==> config.mk <==
export PLATFORM = sky130hd
export DESIGN_NAME = tristate_remote_code_decoder_unit
export DESIGN_NICKNAME = d
export VERILOG_FILES = /design/src/design/trcd_pkg.sv /design/src/design/trcd_classify.sv /design/src/design/trcd_frame.sv /design/src/design/tristate_remote_code_decoder_unit.sv
export VERILOG_INCLUDE_DIRS = /design/src /design/src/design
export SDC_FILE = /design/constraint.sdc
export NUM_CORES = 1
export LEC_CHECK = 0
export BUFFER_PORTS_ARGS = -buffer_cell sky130_fd_sc_hd__buf_2
export CAP_MARGIN = 20
export CELL_PAD_IN_SITES_DETAIL_PLACEMENT = 0
export CELL_PAD_IN_SITES_GLOBAL_PLACEMENT = 1
export CORE_ASPECT_RATIO = 1.25
export CORE_MARGIN = 2
export CORE_UTILIZATION = 50
export CTS_BUF_LIST = sky130_fd_sc_hd__clkbuf_2 sky130_fd_sc_hd__clkbuf_4 sky130_fd_sc_hd__clkbuf_8
export CTS_CLUSTER_SIZE = 10
export DETAILED_ROUTE_END_ITERATION = 8
export HOLD_SLACK_MARGIN = 0.08
export PLACE_DENSITY_LB_ADDON = 0.1
export SLEW_MARGIN = 20
export SYNTH_ARGS = -nofsm -noshare
export SYNTH_HDL_FRONTEND = slang
export SYNTH_SLANG_ARGS = --single-unit
==> constraint.sdc <==
create_clock -name clk_i -period 5.36 [get_ports clk_i]
set_clock_uncertainty 0.1 [all_clocks]
set_input_delay 0.268 -clock clk_i [delete_from_list [all_inputs] [get_ports clk_i]]
set_output_delay 0.268 -clock clk_i [all_outputs]
set_load 0.01 [all_outputs]
==> src/design/tristate_remote_code_decoder_unit_defines.svh <==
// Assertion macros used by the top-level RTL file of the decoder.
`ifndef TRISTATE_REMOTE_CODE_DECODER_UNIT_DEFINES_SVH
`define TRISTATE_REMOTE_CODE_DECODER_UNIT_DEFINES_SVH

`ifndef ASSERT_OFF
`define TRCD_ASSERT(lbl, prop, msg) \
  lbl: assert property (@(posedge clk_i) disable iff (!rst_ni) prop) else $error(msg);
`define TRCD_ASSERT_RST(lbl, prop, msg) \
  lbl: assert property (@(posedge clk_i) prop) else $error(msg);
`else
`define TRCD_ASSERT(lbl, prop, msg)
`define TRCD_ASSERT_RST(lbl, prop, msg)
`endif

`endif

==> src/design/trcd_pkg.sv <==
package trcd_pkg;

  localparam int unsigned LEN_W    = 8;
  localparam int unsigned CODE_W   = 20;
  localparam int unsigned CFG_W    = 8;
  localparam int unsigned CFG_IDX_W = 2;
  localparam int unsigned DIGITS_DEF = 12;

  localparam logic [CFG_W-1:0] SHORT_MIN_RST = 8'd5;
  localparam logic [CFG_W-1:0] SHORT_MAX_RST = 8'd15;
  localparam logic [CFG_W-1:0] LONG_MIN_RST  = 8'd20;
  localparam logic [CFG_W-1:0] LONG_MAX_RST  = 8'd30;

  typedef enum logic [CFG_IDX_W-1:0] {
    REG_SHORT_MIN = 2'd0,
    REG_SHORT_MAX = 2'd1,
    REG_LONG_MIN  = 2'd2,
    REG_LONG_MAX  = 2'd3
  } cfg_idx_e;

  typedef enum logic [1:0] {
    DIG_ZERO = 2'd0,
    DIG_ONE  = 2'd1,
    DIG_TWO  = 2'd2,
    DIG_BAD  = 2'd3
  } digit_e;

  typedef struct packed {
    logic [CFG_W-1:0] short_min;
    logic [CFG_W-1:0] short_max;
    logic [CFG_W-1:0] long_min;
    logic [CFG_W-1:0] long_max;
  } cfg_t;

  typedef struct packed {
    logic is_long;
    logic is_short;
  } cls_t;

  typedef struct packed {
    logic              emit;
    logic [CODE_W-1:0] code;
    logic              failed;
  } res_t;

  typedef struct packed {
    logic       aborted;
    logic [1:0] phase;
  } status_t;

  function automatic digit_e digit_of(cls_t c1, cls_t c2, cls_t c3, cls_t c4);
    digit_e d;
    if (c1.is_long && c2.is_short && c3.is_long && c4.is_short) begin
      d = DIG_ZERO;
    end else if (c1.is_short && c2.is_long && c3.is_short && c4.is_long) begin
      d = DIG_ONE;
    end else if (c1.is_short && c2.is_long && c3.is_long && c4.is_short) begin
      d = DIG_TWO;
    end else begin
      d = DIG_BAD;
    end
    return d;
  endfunction

endpackage

==> src/design/trcd_classify.sv <==
module trcd_classify (
  input  logic [trcd_pkg::LEN_W-1:0] len_i,
  input  trcd_pkg::cfg_t             cfg_i,
  output trcd_pkg::cls_t             cls_o
);

  assign cls_o.is_short = (len_i > cfg_i.short_min) && (len_i < cfg_i.short_max);
  assign cls_o.is_long  = (len_i > cfg_i.long_min) && (len_i < cfg_i.long_max);

endmodule

==> src/design/trcd_frame.sv <==
module trcd_frame #(
  parameter int unsigned DIGITS = trcd_pkg::DIGITS_DEF
) (
  input  logic               clk_i,
  input  logic               rst_ni,
  input  logic               step_i,
  input  logic               frame_start_i,
  input  trcd_pkg::cls_t     cls_i,
  output trcd_pkg::res_t     res_o,
  output trcd_pkg::status_t  status_o
);

  localparam int unsigned CntW = (DIGITS > 1) ? $clog2(DIGITS) : 1;
  localparam logic [CntW-1:0] LastCnt = CntW'(DIGITS - 1);

  logic [1:0]                    phase_q, phase_d;
  logic [CntW-1:0]               cnt_q, cnt_d;
  logic [trcd_pkg::CODE_W-1:0]   acc_q, acc_d;
  logic [trcd_pkg::CODE_W-1:0]   wt_q, wt_d;
  logic                          ab_q, ab_d;
  trcd_pkg::cls_t                held_q [3];
  trcd_pkg::cls_t                held_d [3];

  logic [1:0]                    b_phase;
  logic [CntW-1:0]               b_cnt;
  logic [trcd_pkg::CODE_W-1:0]   b_acc;
  logic [trcd_pkg::CODE_W-1:0]   b_wt;
  logic                          b_ab;
  trcd_pkg::digit_e              dig;

  always_comb begin
    b_phase = frame_start_i ? 2'd0 : phase_q;
    b_cnt   = frame_start_i ? '0 : cnt_q;
    b_acc   = frame_start_i ? '0 : acc_q;
    b_wt    = frame_start_i ? trcd_pkg::CODE_W'(1) : wt_q;
    b_ab    = frame_start_i ? 1'b0 : ab_q;
    dig     = trcd_pkg::digit_of(held_q[0], held_q[1], held_q[2], cls_i);

    phase_d = phase_q;
    cnt_d   = cnt_q;
    acc_d   = acc_q;
    wt_d    = wt_q;
    ab_d    = ab_q;
    held_d  = held_q;
    res_o   = '0;

    if (step_i) begin
      phase_d = b_phase;
      cnt_d   = b_cnt;
      acc_d   = b_acc;
      wt_d    = b_wt;
      ab_d    = b_ab;
      if (!b_ab) begin
        if (b_phase != 2'd3) begin
          unique case (b_phase)
            2'd0:    held_d[0] = cls_i;
            2'd1:    held_d[1] = cls_i;
            default: held_d[2] = cls_i;
          endcase
          phase_d = b_phase + 2'd1;
        end else begin
          phase_d = 2'd0;
          if (dig == trcd_pkg::DIG_BAD) begin
            ab_d         = 1'b1;
            res_o.emit   = 1'b1;
            res_o.failed = 1'b1;
          end else begin
            unique case (dig)
              trcd_pkg::DIG_ONE: acc_d = b_acc + b_wt;
              trcd_pkg::DIG_TWO: acc_d = b_acc + {b_wt[trcd_pkg::CODE_W-2:0], 1'b0};
              default:           acc_d = b_acc;
            endcase
            wt_d = b_wt + {b_wt[trcd_pkg::CODE_W-2:0], 1'b0};
            if (b_cnt == LastCnt) begin
              ab_d       = 1'b1;
              res_o.emit = 1'b1;
              res_o.code = acc_d;
            end else begin
              cnt_d = b_cnt + CntW'(1);
            end
          end
        end
      end
    end
  end

  always_ff @(posedge clk_i or negedge rst_ni) begin
    if (!rst_ni) begin
      phase_q <= 2'd0;
      cnt_q   <= '0;
      acc_q   <= '0;
      wt_q    <= trcd_pkg::CODE_W'(1);
      ab_q    <= 1'b0;
    end else begin
      phase_q <= phase_d;
      cnt_q   <= cnt_d;
      acc_q   <= acc_d;
      wt_q    <= wt_d;
      ab_q    <= ab_d;
    end
  end

  always_ff @(posedge clk_i) begin
    held_q <= held_d;
  end

  assign status_o.aborted = ab_q;
  assign status_o.phase   = phase_q;

endmodule

==> src/design/tristate_remote_code_decoder_unit.sv <==
// Channel   Direction  Words                   Handshake
// s_axis    in         pulse length, frame flag tvalid/tready
// m_axis    out        code, failed flag        tvalid/tready
// cfg       in         window thresholds        cfg_we_i, no wait
//
// One pulse is taken every cycle while no result stalls; a result passes the pulse
// register and then the result register after the pulse that ends or fails its frame.
// Reset clears the thresholds to their defaults and starts decoding at once.
// A stalled result holds the pulse register, which then drops s_axis_tready.
`include "tristate_remote_code_decoder_unit_defines.svh"

module tristate_remote_code_decoder_unit #(
  parameter int unsigned DIGITS = trcd_pkg::DIGITS_DEF
) (
  input  logic                           clk_i,
  input  logic                           rst_ni,
  input  logic                           s_axis_tvalid,
  output logic                           s_axis_tready,
  input  logic [7:0]                     s_axis_tdata,  // [7:0] pulse_length
  input  logic                           s_axis_tuser,  // [0] frame_start
  output logic                           m_axis_tvalid,
  input  logic                           m_axis_tready,
  output logic [23:0]                    m_axis_tdata,  // [19:0] code, zero fill above
  output logic                           m_axis_tuser,  // [0] failed
  input  logic                           cfg_we_i,
  input  logic [trcd_pkg::CFG_IDX_W-1:0] cfg_idx_i,
  input  logic [trcd_pkg::CFG_W-1:0]     cfg_data_i
);

  trcd_pkg::cfg_t              cfg_q;
  logic                        in_vld_q;
  logic [trcd_pkg::LEN_W-1:0]  len_q;
  logic                        fs_q;
  logic                        out_vld_q;
  logic [trcd_pkg::CODE_W-1:0] code_q;
  logic                        fail_q;
  logic                        advance;
  trcd_pkg::cls_t              cls;
  trcd_pkg::res_t              res;
  trcd_pkg::status_t           status;

  assign advance       = in_vld_q && (!out_vld_q || m_axis_tready);
  assign s_axis_tready = !in_vld_q || advance;

  always_ff @(posedge clk_i or negedge rst_ni) begin
    if (!rst_ni) begin
      cfg_q.short_min <= trcd_pkg::SHORT_MIN_RST;
      cfg_q.short_max <= trcd_pkg::SHORT_MAX_RST;
      cfg_q.long_min  <= trcd_pkg::LONG_MIN_RST;
      cfg_q.long_max  <= trcd_pkg::LONG_MAX_RST;
    end else if (cfg_we_i) begin
      unique case (trcd_pkg::cfg_idx_e'(cfg_idx_i))
        trcd_pkg::REG_SHORT_MIN: cfg_q.short_min <= cfg_data_i;
        trcd_pkg::REG_SHORT_MAX: cfg_q.short_max <= cfg_data_i;
        trcd_pkg::REG_LONG_MIN:  cfg_q.long_min  <= cfg_data_i;
        trcd_pkg::REG_LONG_MAX:  cfg_q.long_max  <= cfg_data_i;
      endcase
    end
  end

  always_ff @(posedge clk_i or negedge rst_ni) begin
    if (!rst_ni) begin
      in_vld_q  <= 1'b0;
      out_vld_q <= 1'b0;
    end else begin
      if (s_axis_tready) begin
        in_vld_q <= s_axis_tvalid;
      end
      if (advance && res.emit) begin
        out_vld_q <= 1'b1;
      end else if (m_axis_tready) begin
        out_vld_q <= 1'b0;
      end
    end
  end

  always_ff @(posedge clk_i) begin
    if (s_axis_tready && s_axis_tvalid) begin
      len_q <= s_axis_tdata;
      fs_q  <= s_axis_tuser;
    end
    if (advance && res.emit) begin
      code_q <= res.code;
      fail_q <= res.failed;
    end
  end

  trcd_classify u_classify (
    .len_i (len_q),
    .cfg_i (cfg_q),
    .cls_o (cls)
  );

  trcd_frame #(
    .DIGITS (DIGITS)
  ) u_frame (
    .clk_i         (clk_i),
    .rst_ni        (rst_ni),
    .step_i        (advance),
    .frame_start_i (fs_q),
    .cls_i         (cls),
    .res_o         (res),
    .status_o      (status)
  );

  assign m_axis_tvalid = out_vld_q;
  assign m_axis_tdata  = {4'd0, code_q};
  assign m_axis_tuser  = fail_q;

  `TRCD_ASSERT_RST(a_no_word_in_reset, !rst_ni |-> !m_axis_tvalid, "result valid in reset")
  `TRCD_ASSERT(a_fail_zero_code, m_axis_tvalid && m_axis_tuser |-> code_q == '0,
    "failure result carries a nonzero code")
  `TRCD_ASSERT(a_emit_aborts, advance && res.emit |=> status.aborted,
    "frame not closed after a result")
  `TRCD_ASSERT(a_aborted_phase, status.aborted |-> status.phase == 2'd0,
    "closed frame left a digit half done")

endmodule
# Word-level counts from Yosys, hierarchy flattened
# Index checks and enable logic that the tools add are counted.
# word_totals
output_inout_bits	27
elab_cells	107
in_bits	24
reg_bits	117
# classes
reduce_logical	30
eq_ne	9
mux	34
bitwise	4
add_sub_neg	5
n_lt_le_gt_ge	4
# op_table
cell	count
20-bit 2-to-1 mux	9
22-bit 2-to-1 mux	3
20-bit adder	3
20-bit one-hot mux with 2 select lines	1
21-bit 2-to-1 mux	1
4-bit 2-to-1 mux	5
8-bit greater-than comparator	2
8-bit less-than comparator	2
1-bit logical AND	13
4-bit AND reduction	3
1-bit 2-to-1 mux	10
2-bit 2-to-1 mux	5
2-bit == test, second input constant	4
2-bit AND reduction	4
2-bit by 1-bit == test with 1-bit output, second input constant	3
5-bit OR reduction	1
4-bit by 1-bit adder with 4-bit output, second input constant	1
4-bit == test, second input constant	1
2-bit logical NOT	2
1-bit NOT	4
3-bit OR reduction	1
2-bit by 1-bit adder with 2-bit output, second input constant	1
1-bit logical NOT	2
1-bit logical OR	2
3 further kinds	3

# Longest topological paths before layout
# depth
ltp_word	15
mapped_depth	20
ltp_nobuf	17

# Hierarchy
# A second synthesis with hierarchy kept.
# hier_totals
hier_cells	1040
area_unflattened_um2	9226.3
# modules_own_cells
mod	area_each_um2	seq_area_each_um2	n_inst	cells_each
trcd_frame	6231.0	1357.6	1	825
tristate_remote_code_decoder_unit	2258.4	1766.7	1	113
trcd_classify	737.0	0.0	1	102

# Least setup slack after synthesis
# Ideal clock, no wire load.
# synth_timing
path_kind	register to register
from	register fs_q
to	register code_q[14] (netlist bit), data pin
required_ns	4.984
arrival_ns	3.780
synth_period_minus_slack_ns	4.155
setup_ns	0.276
path_stages_with_launch	17
slack_ns	1.205
n_path_buf	5
path_cell_list	edfxtp_1 -> buf_2 -> buf_1 -> buf_1 -> clkbuf_1 -> buf_1 -> or2_2 -> ha_1 -> fa_1 -> o21ai_0 -> a2111oi_2 -> nor4_2 -> o31ai_4 -> a31oi_1 -> xnor2_1 -> a22oi_1 -> a211oi_1
# synth_via
elab_cells_between_ends	12
classes_between	add/sub (2); eq/ne (2); mux (6); bitwise (1); reduce/logical (1)
# synth_lines
element	line_no	rtl
from (decl)	tristate_remote_code_decoder_unit.sv:33	logic fs_q;
from (signal assigned)	tristate_remote_code_decoder_unit.sv:80	fs_q <= s_axis_tuser;
20-bit 2-to-1 mux (*)	trcd_frame.sv:35	b_wt = frame_start_i ? trcd_pkg::CODE_W'(1) : wt_q;
net u_frame.b_wt (one bit)	trcd_frame.sv:27	logic [trcd_pkg::CODE_W-1:0] b_wt;
20-bit adder (on tied branches)	trcd_frame.sv:70, trcd_frame.sv:69	
20-bit one-hot mux with 2 select lines (*)	trcd_frame.sv:68	unique case (dig)
to (signal assigned)	tristate_remote_code_decoder_unit.sv:83	code_q <= res.code;
to (decl)	tristate_remote_code_decoder_unit.sv:35	logic [trcd_pkg::CODE_W-1:0] code_q;
# The timed path passes the listed nets; every way through them passes the cells marked *.
# A chain may end at the register's enable or synchronous reset.

# Final worst setup path
# layout_timing
from	register cfg_q[17] (netlist bit)
to	register code_q[12] (netlist bit), data pin
# layout_via
elab_chain_cells	8
elab_cells_between_ends	12
classes_between	order compare (1); eq/ne (3); mux (4); reduce/logical (4)
# layout_rtl
element	line_no	rtl
from (decl)	tristate_remote_code_decoder_unit.sv:30	trcd_pkg::cfg_t cfg_q;
8-bit less-than comparator (*)	trcd_classify.sv:7	assign cls_o.is_short = (len_i > cfg_i.short_min) && (len_i < cfg_i.short_max);
1-bit logical AND (*)	trcd_classify.sv:7	
1-bit logical AND	trcd_pkg.sv:57	end else if (c1.is_short && c2.is_long && c3.is_long && c4.is_short) begin
1-bit 2-to-1 mux	trcd_pkg.sv:57	
2-bit 2-to-1 mux	trcd_pkg.sv:55	end else if (c1.is_short && c2.is_long && c3.is_short && c4.is_long) begin
2-bit 2-to-1 mux (*)	trcd_pkg.sv:53	if (c1.is_long && c2.is_short && c3.is_long && c4.is_short) begin
2-bit == test (tied with other cells)	trcd_frame.sv:68	
20-bit one-hot mux with 2 select lines or 5-bit OR reduction (tied branches)	-	
# Mark *: on every way between the ends. The rest lies on a longest branch, timed or not.

==> results.py <==
metrics = {
    "logic_synthesis": {
        "netlist_area_um2": 8900,
        "synth_top_cell_by_area": "dfrtp_1",
        "synth_edf_count": 36,
        "synth_most_common_cell": "ha_1",
        "syn_inst": 945,
        "synth_top_area_share_pct": 19.1,
        "syn_avg_cell_area_um2": 9.42,
        "synth_area_leaders": "dfrtp_1 19%, ha_1 12%, edfxtp_1 12%",
        "synth-seq-cells": 117,
        "synth-seq-area-share_pct": 35.1,
        "synthTopCellsByCount": "88 x ha_1, 79 x nand2_1, 68 x dfrtp_1",
        "yosysWarnings": 0,
        "synth_cell_type_count": 88,
        "synthArstFlopShare_pct": 69.2,
        "ys.flop_type": "dfrtp_1",
    },
    "clock_tree": {
        "ctsHtreeMaxLevel": 4,
        "cts.sinks": 117,
        "cts_tree": "built",
        "ctsLongestPathBuffers": 2,
        "ctsRootBufferMaster": "clkbuf_8",
        "path_clk_slew_ns": 0.08,
        "clk_latency_ns": 0.46,
        "cts_setup_buffers": 0,
        "post_cts_resized": 0,
        "cts-buffers-inserted": 17,
    },
    "timing": {
        "hold_viol_final": 0,
        "max_freq_mhz": 216,
        "min_period_over_period_pct": 86.4,
        "rsz0062_at_grt": "no",
        "relSlewSlack_pct": 37.2,
        "worst_pin_slew_ns": 0.942,
        "fin_tns_setup_ns": 0,
        "holdWs_ns": 0.165,
        "finalCriticalPeriod_ns": 4.63,
        "final_max_slew_viol_count": 0,
        "setup_viol": 0,
    },
    "worst_setup_path": {
        "max_stage_delay_ns": 0.59,
        "critPathRequiredTime_ns": 5.52,
        "r2r_slack_ns": 0.73,
        "cpMaxStageDelayCell": "nand2_1",
        "critPathCaptureType": "flip-flop",
        "worst_ep_arrival_time_ns": 4.79,
        "critPathMaxFanout": 19,
        "worst_setup_path_start_kind": "flip-flop",
        "worstPathCellList": "inv_1 -> ha_1 -> a21o_1 -> a21o_1 -> a21o_1 -> a211o_1 -> o2111ai_1 -> nand4_1 -> a311o_1 -> ha_1 -> or2_2 -> nor2_2 -> nand2_1 -> a211oi_1",
        "path_buf_inv": 1,
        "cp_top_family": "compound AO/OA/AOI/OAI gates",
        "cp_common_cell": "a21o_1",
        "crit_type": "flip-flop to flip-flop",
    },
    "global_route": {
        "grt-ovfl-total": 0,
        "grt.total_usage_pct": 27.6,
        "grt_pass1_wl_um": 40100,
        "grt_pass1_vias": 7711,
        "grt_max_degree": 58,
        "grt_antenna_before_repair": 0,
    },
    "route": {
        "vias": 7534,
        "wl_per_cell_um": 20.2,
        "drt-pass1-iter-count": 5,
        "vias_per_cell": 6.06,
        "routed_wl_um": 25100,
        "drt_iter0_markers": 418,
        "remaining_drc_errors": 0,
        "drt.antenna.violating_nets": 0,
    },
    "floorplan": {
        "ioPinCount": 51,
        "die_x_um": 123,
        "start_util_pct": 51.1,
        "rows": 54,
        "die_area_um2": 18900,
        "core_area_um2": 17400,
        "die_h_um": 153,
    },
    "power": {
        "ir_drop_mv": 0.160,
        "power_density_nw_per_um2": 245,
        "leakagePower_nw": 4.58,
    },
    "worst_hold_path": {
        "holdCritPathClass": "input port to async pin",
    },
    "place": {
        "hpwl_um": 19300,
        "place_congestion": 0.864,
        "dp.cells": 1190,
        "io_buffers": 46,
    },
    "outcome": {
        "status": "complete, no violations",
    },
    "job": {
        "max_cap_violations": 0,
    },
    "layout": {
        "area_growth_pct": 11.8,
        "diodes": 0,
        "fin_cells": 1243,
        "layout.nets": 1119,
        "drive_gt1_share_pct": 15.5,
        "fin_util_pct": 57.1,
    },
}
[kinds of logic after synthesis]
logic type	count (synthesis)	synth area share, %
buffers and inverters	87	4.34
AOI/OAI and AO/OA	293	23.3
xor gates and xnor gates	44	4.33
other	1	0.0421
muxes	30	3.75
DFF	117	35.1
adders and majority gates	89	12.6
and+or+nand+nor	284	16.5
[area by class of cell]
| class | count | area [um2] |
|---|---|---|
| clock buffer | 17 | 234 |
| timing repair buffer | 80 | 541 |
| sequential | 117 | 3120 |
| multi-input combinational | 744 | 5410 |
| inverter | 46 | 173 |
| clock inverter | 15 | 191 |
| tap | 224 | 280 |
| fill | 1568 | 7480 |
[path summary, 6_finish.rpt]
path,from,endpoint,cells after the start
worst max-delay path,cfg_q[17],code_q[12],14
worst min-delay path,rst_ni,cfg_q[25],2
worst max register to register,cfg_q[17],code_q[12],14
worst min register to register,u_frame.acc_q[0],u_frame.acc_q[0],2
max in group asynchronous,rst_ni,u_frame.acc_q[19],3
min in group clk_i,cfg_idx_i[1],cfg_q[26],5
[worst register-to-register path, cell delays in order (launching register included)]
cell	delay, ns
dfstp_2	0.53
inv_1	0.04
ha_1	0.28
a21o_1	0.16
a21o_1	0.18
a21o_1	0.19
a211o_1	0.28
o2111ai_1	0.10
nand4_1	0.19
a311o_1	0.35
ha_1	0.26
or2_2	0.37
nor2_2	0.35
nand2_1	0.59
a211oi_1	0.47
[state kept, by name (all words and copies together) (netlist names), 2 cells and up]
register         cells
cfg_q               32
code_q              20
u_frame.acc_q       20
u_frame.wt_q        20
len_q                8
u_frame.held_q       6
u_frame.cnt_q        4
u_frame.phase_q      2
[power by group]
group          internal, mW  switching, mW  leakage [nW]
combinational         0.187          0.281          2.95
sequential             1.01         0.0518          1.41
clock                 0.474          0.435         0.219
[layer usage]
metal	vias up	track usage, %	routed length [um]
met5	-	0	0
met4	0	13.5	1030
met3	64	3.40	828
met2	196	48.2	12800
met1	3644	32.7	10400
li1	3630	-	-
[cells in the final DEF (no fill, tap or decap), types with 20 or more instances in the layout]
| cell | netlist | layout |
|---|---|---|
| ha_1 | 88 | 88 |
| inv_1 | 44 | 44 |
| nand2_1 | 79 | 79 |
| nand3_1 | 20 | 20 |
| dlygate4sd3_1 | 0 | 21 |
| xnor2_1 | 25 | 25 |
| a21oi_1 | 47 | 47 |
| a21o_1 | 32 | 32 |
| mux2_2 | 27 | 27 |
| o21ai_0 | 67 | 67 |
| buf_2 | 5 | 45 |
| nor2b_1 | 43 | 43 |
| dfrtp_1 | 68 | 68 |
| nor2_1 | 49 | 48 |
| edfxtp_1 | 36 | 36 |
[what timing repair did]
| item | CTS | global route |
|---|---|---|
| hold buffers | 21 | 0 |
| setup endpoints to repair | 0 | 0 |
| endpoints found under the hold margin | 67 | 0 |
[metrics by stage]
stage | worst slack [ns] | power [mW] | instance area, um2
6_report | 0.731 | 2.44 | 9950
5_1_grt | 0.408 | 2.55 | 9950
4_1_cts | 0.726 | 2.45 | 9950
3_5_place_dp | 0.784 | 1.54 | 9320
3_3_place_gp | 0.923 | 1.52 | 9320
2_1_floorplan | 1.20 | 1.38 | 8910
Note: power is estimated with default switching activity, not from simulation.
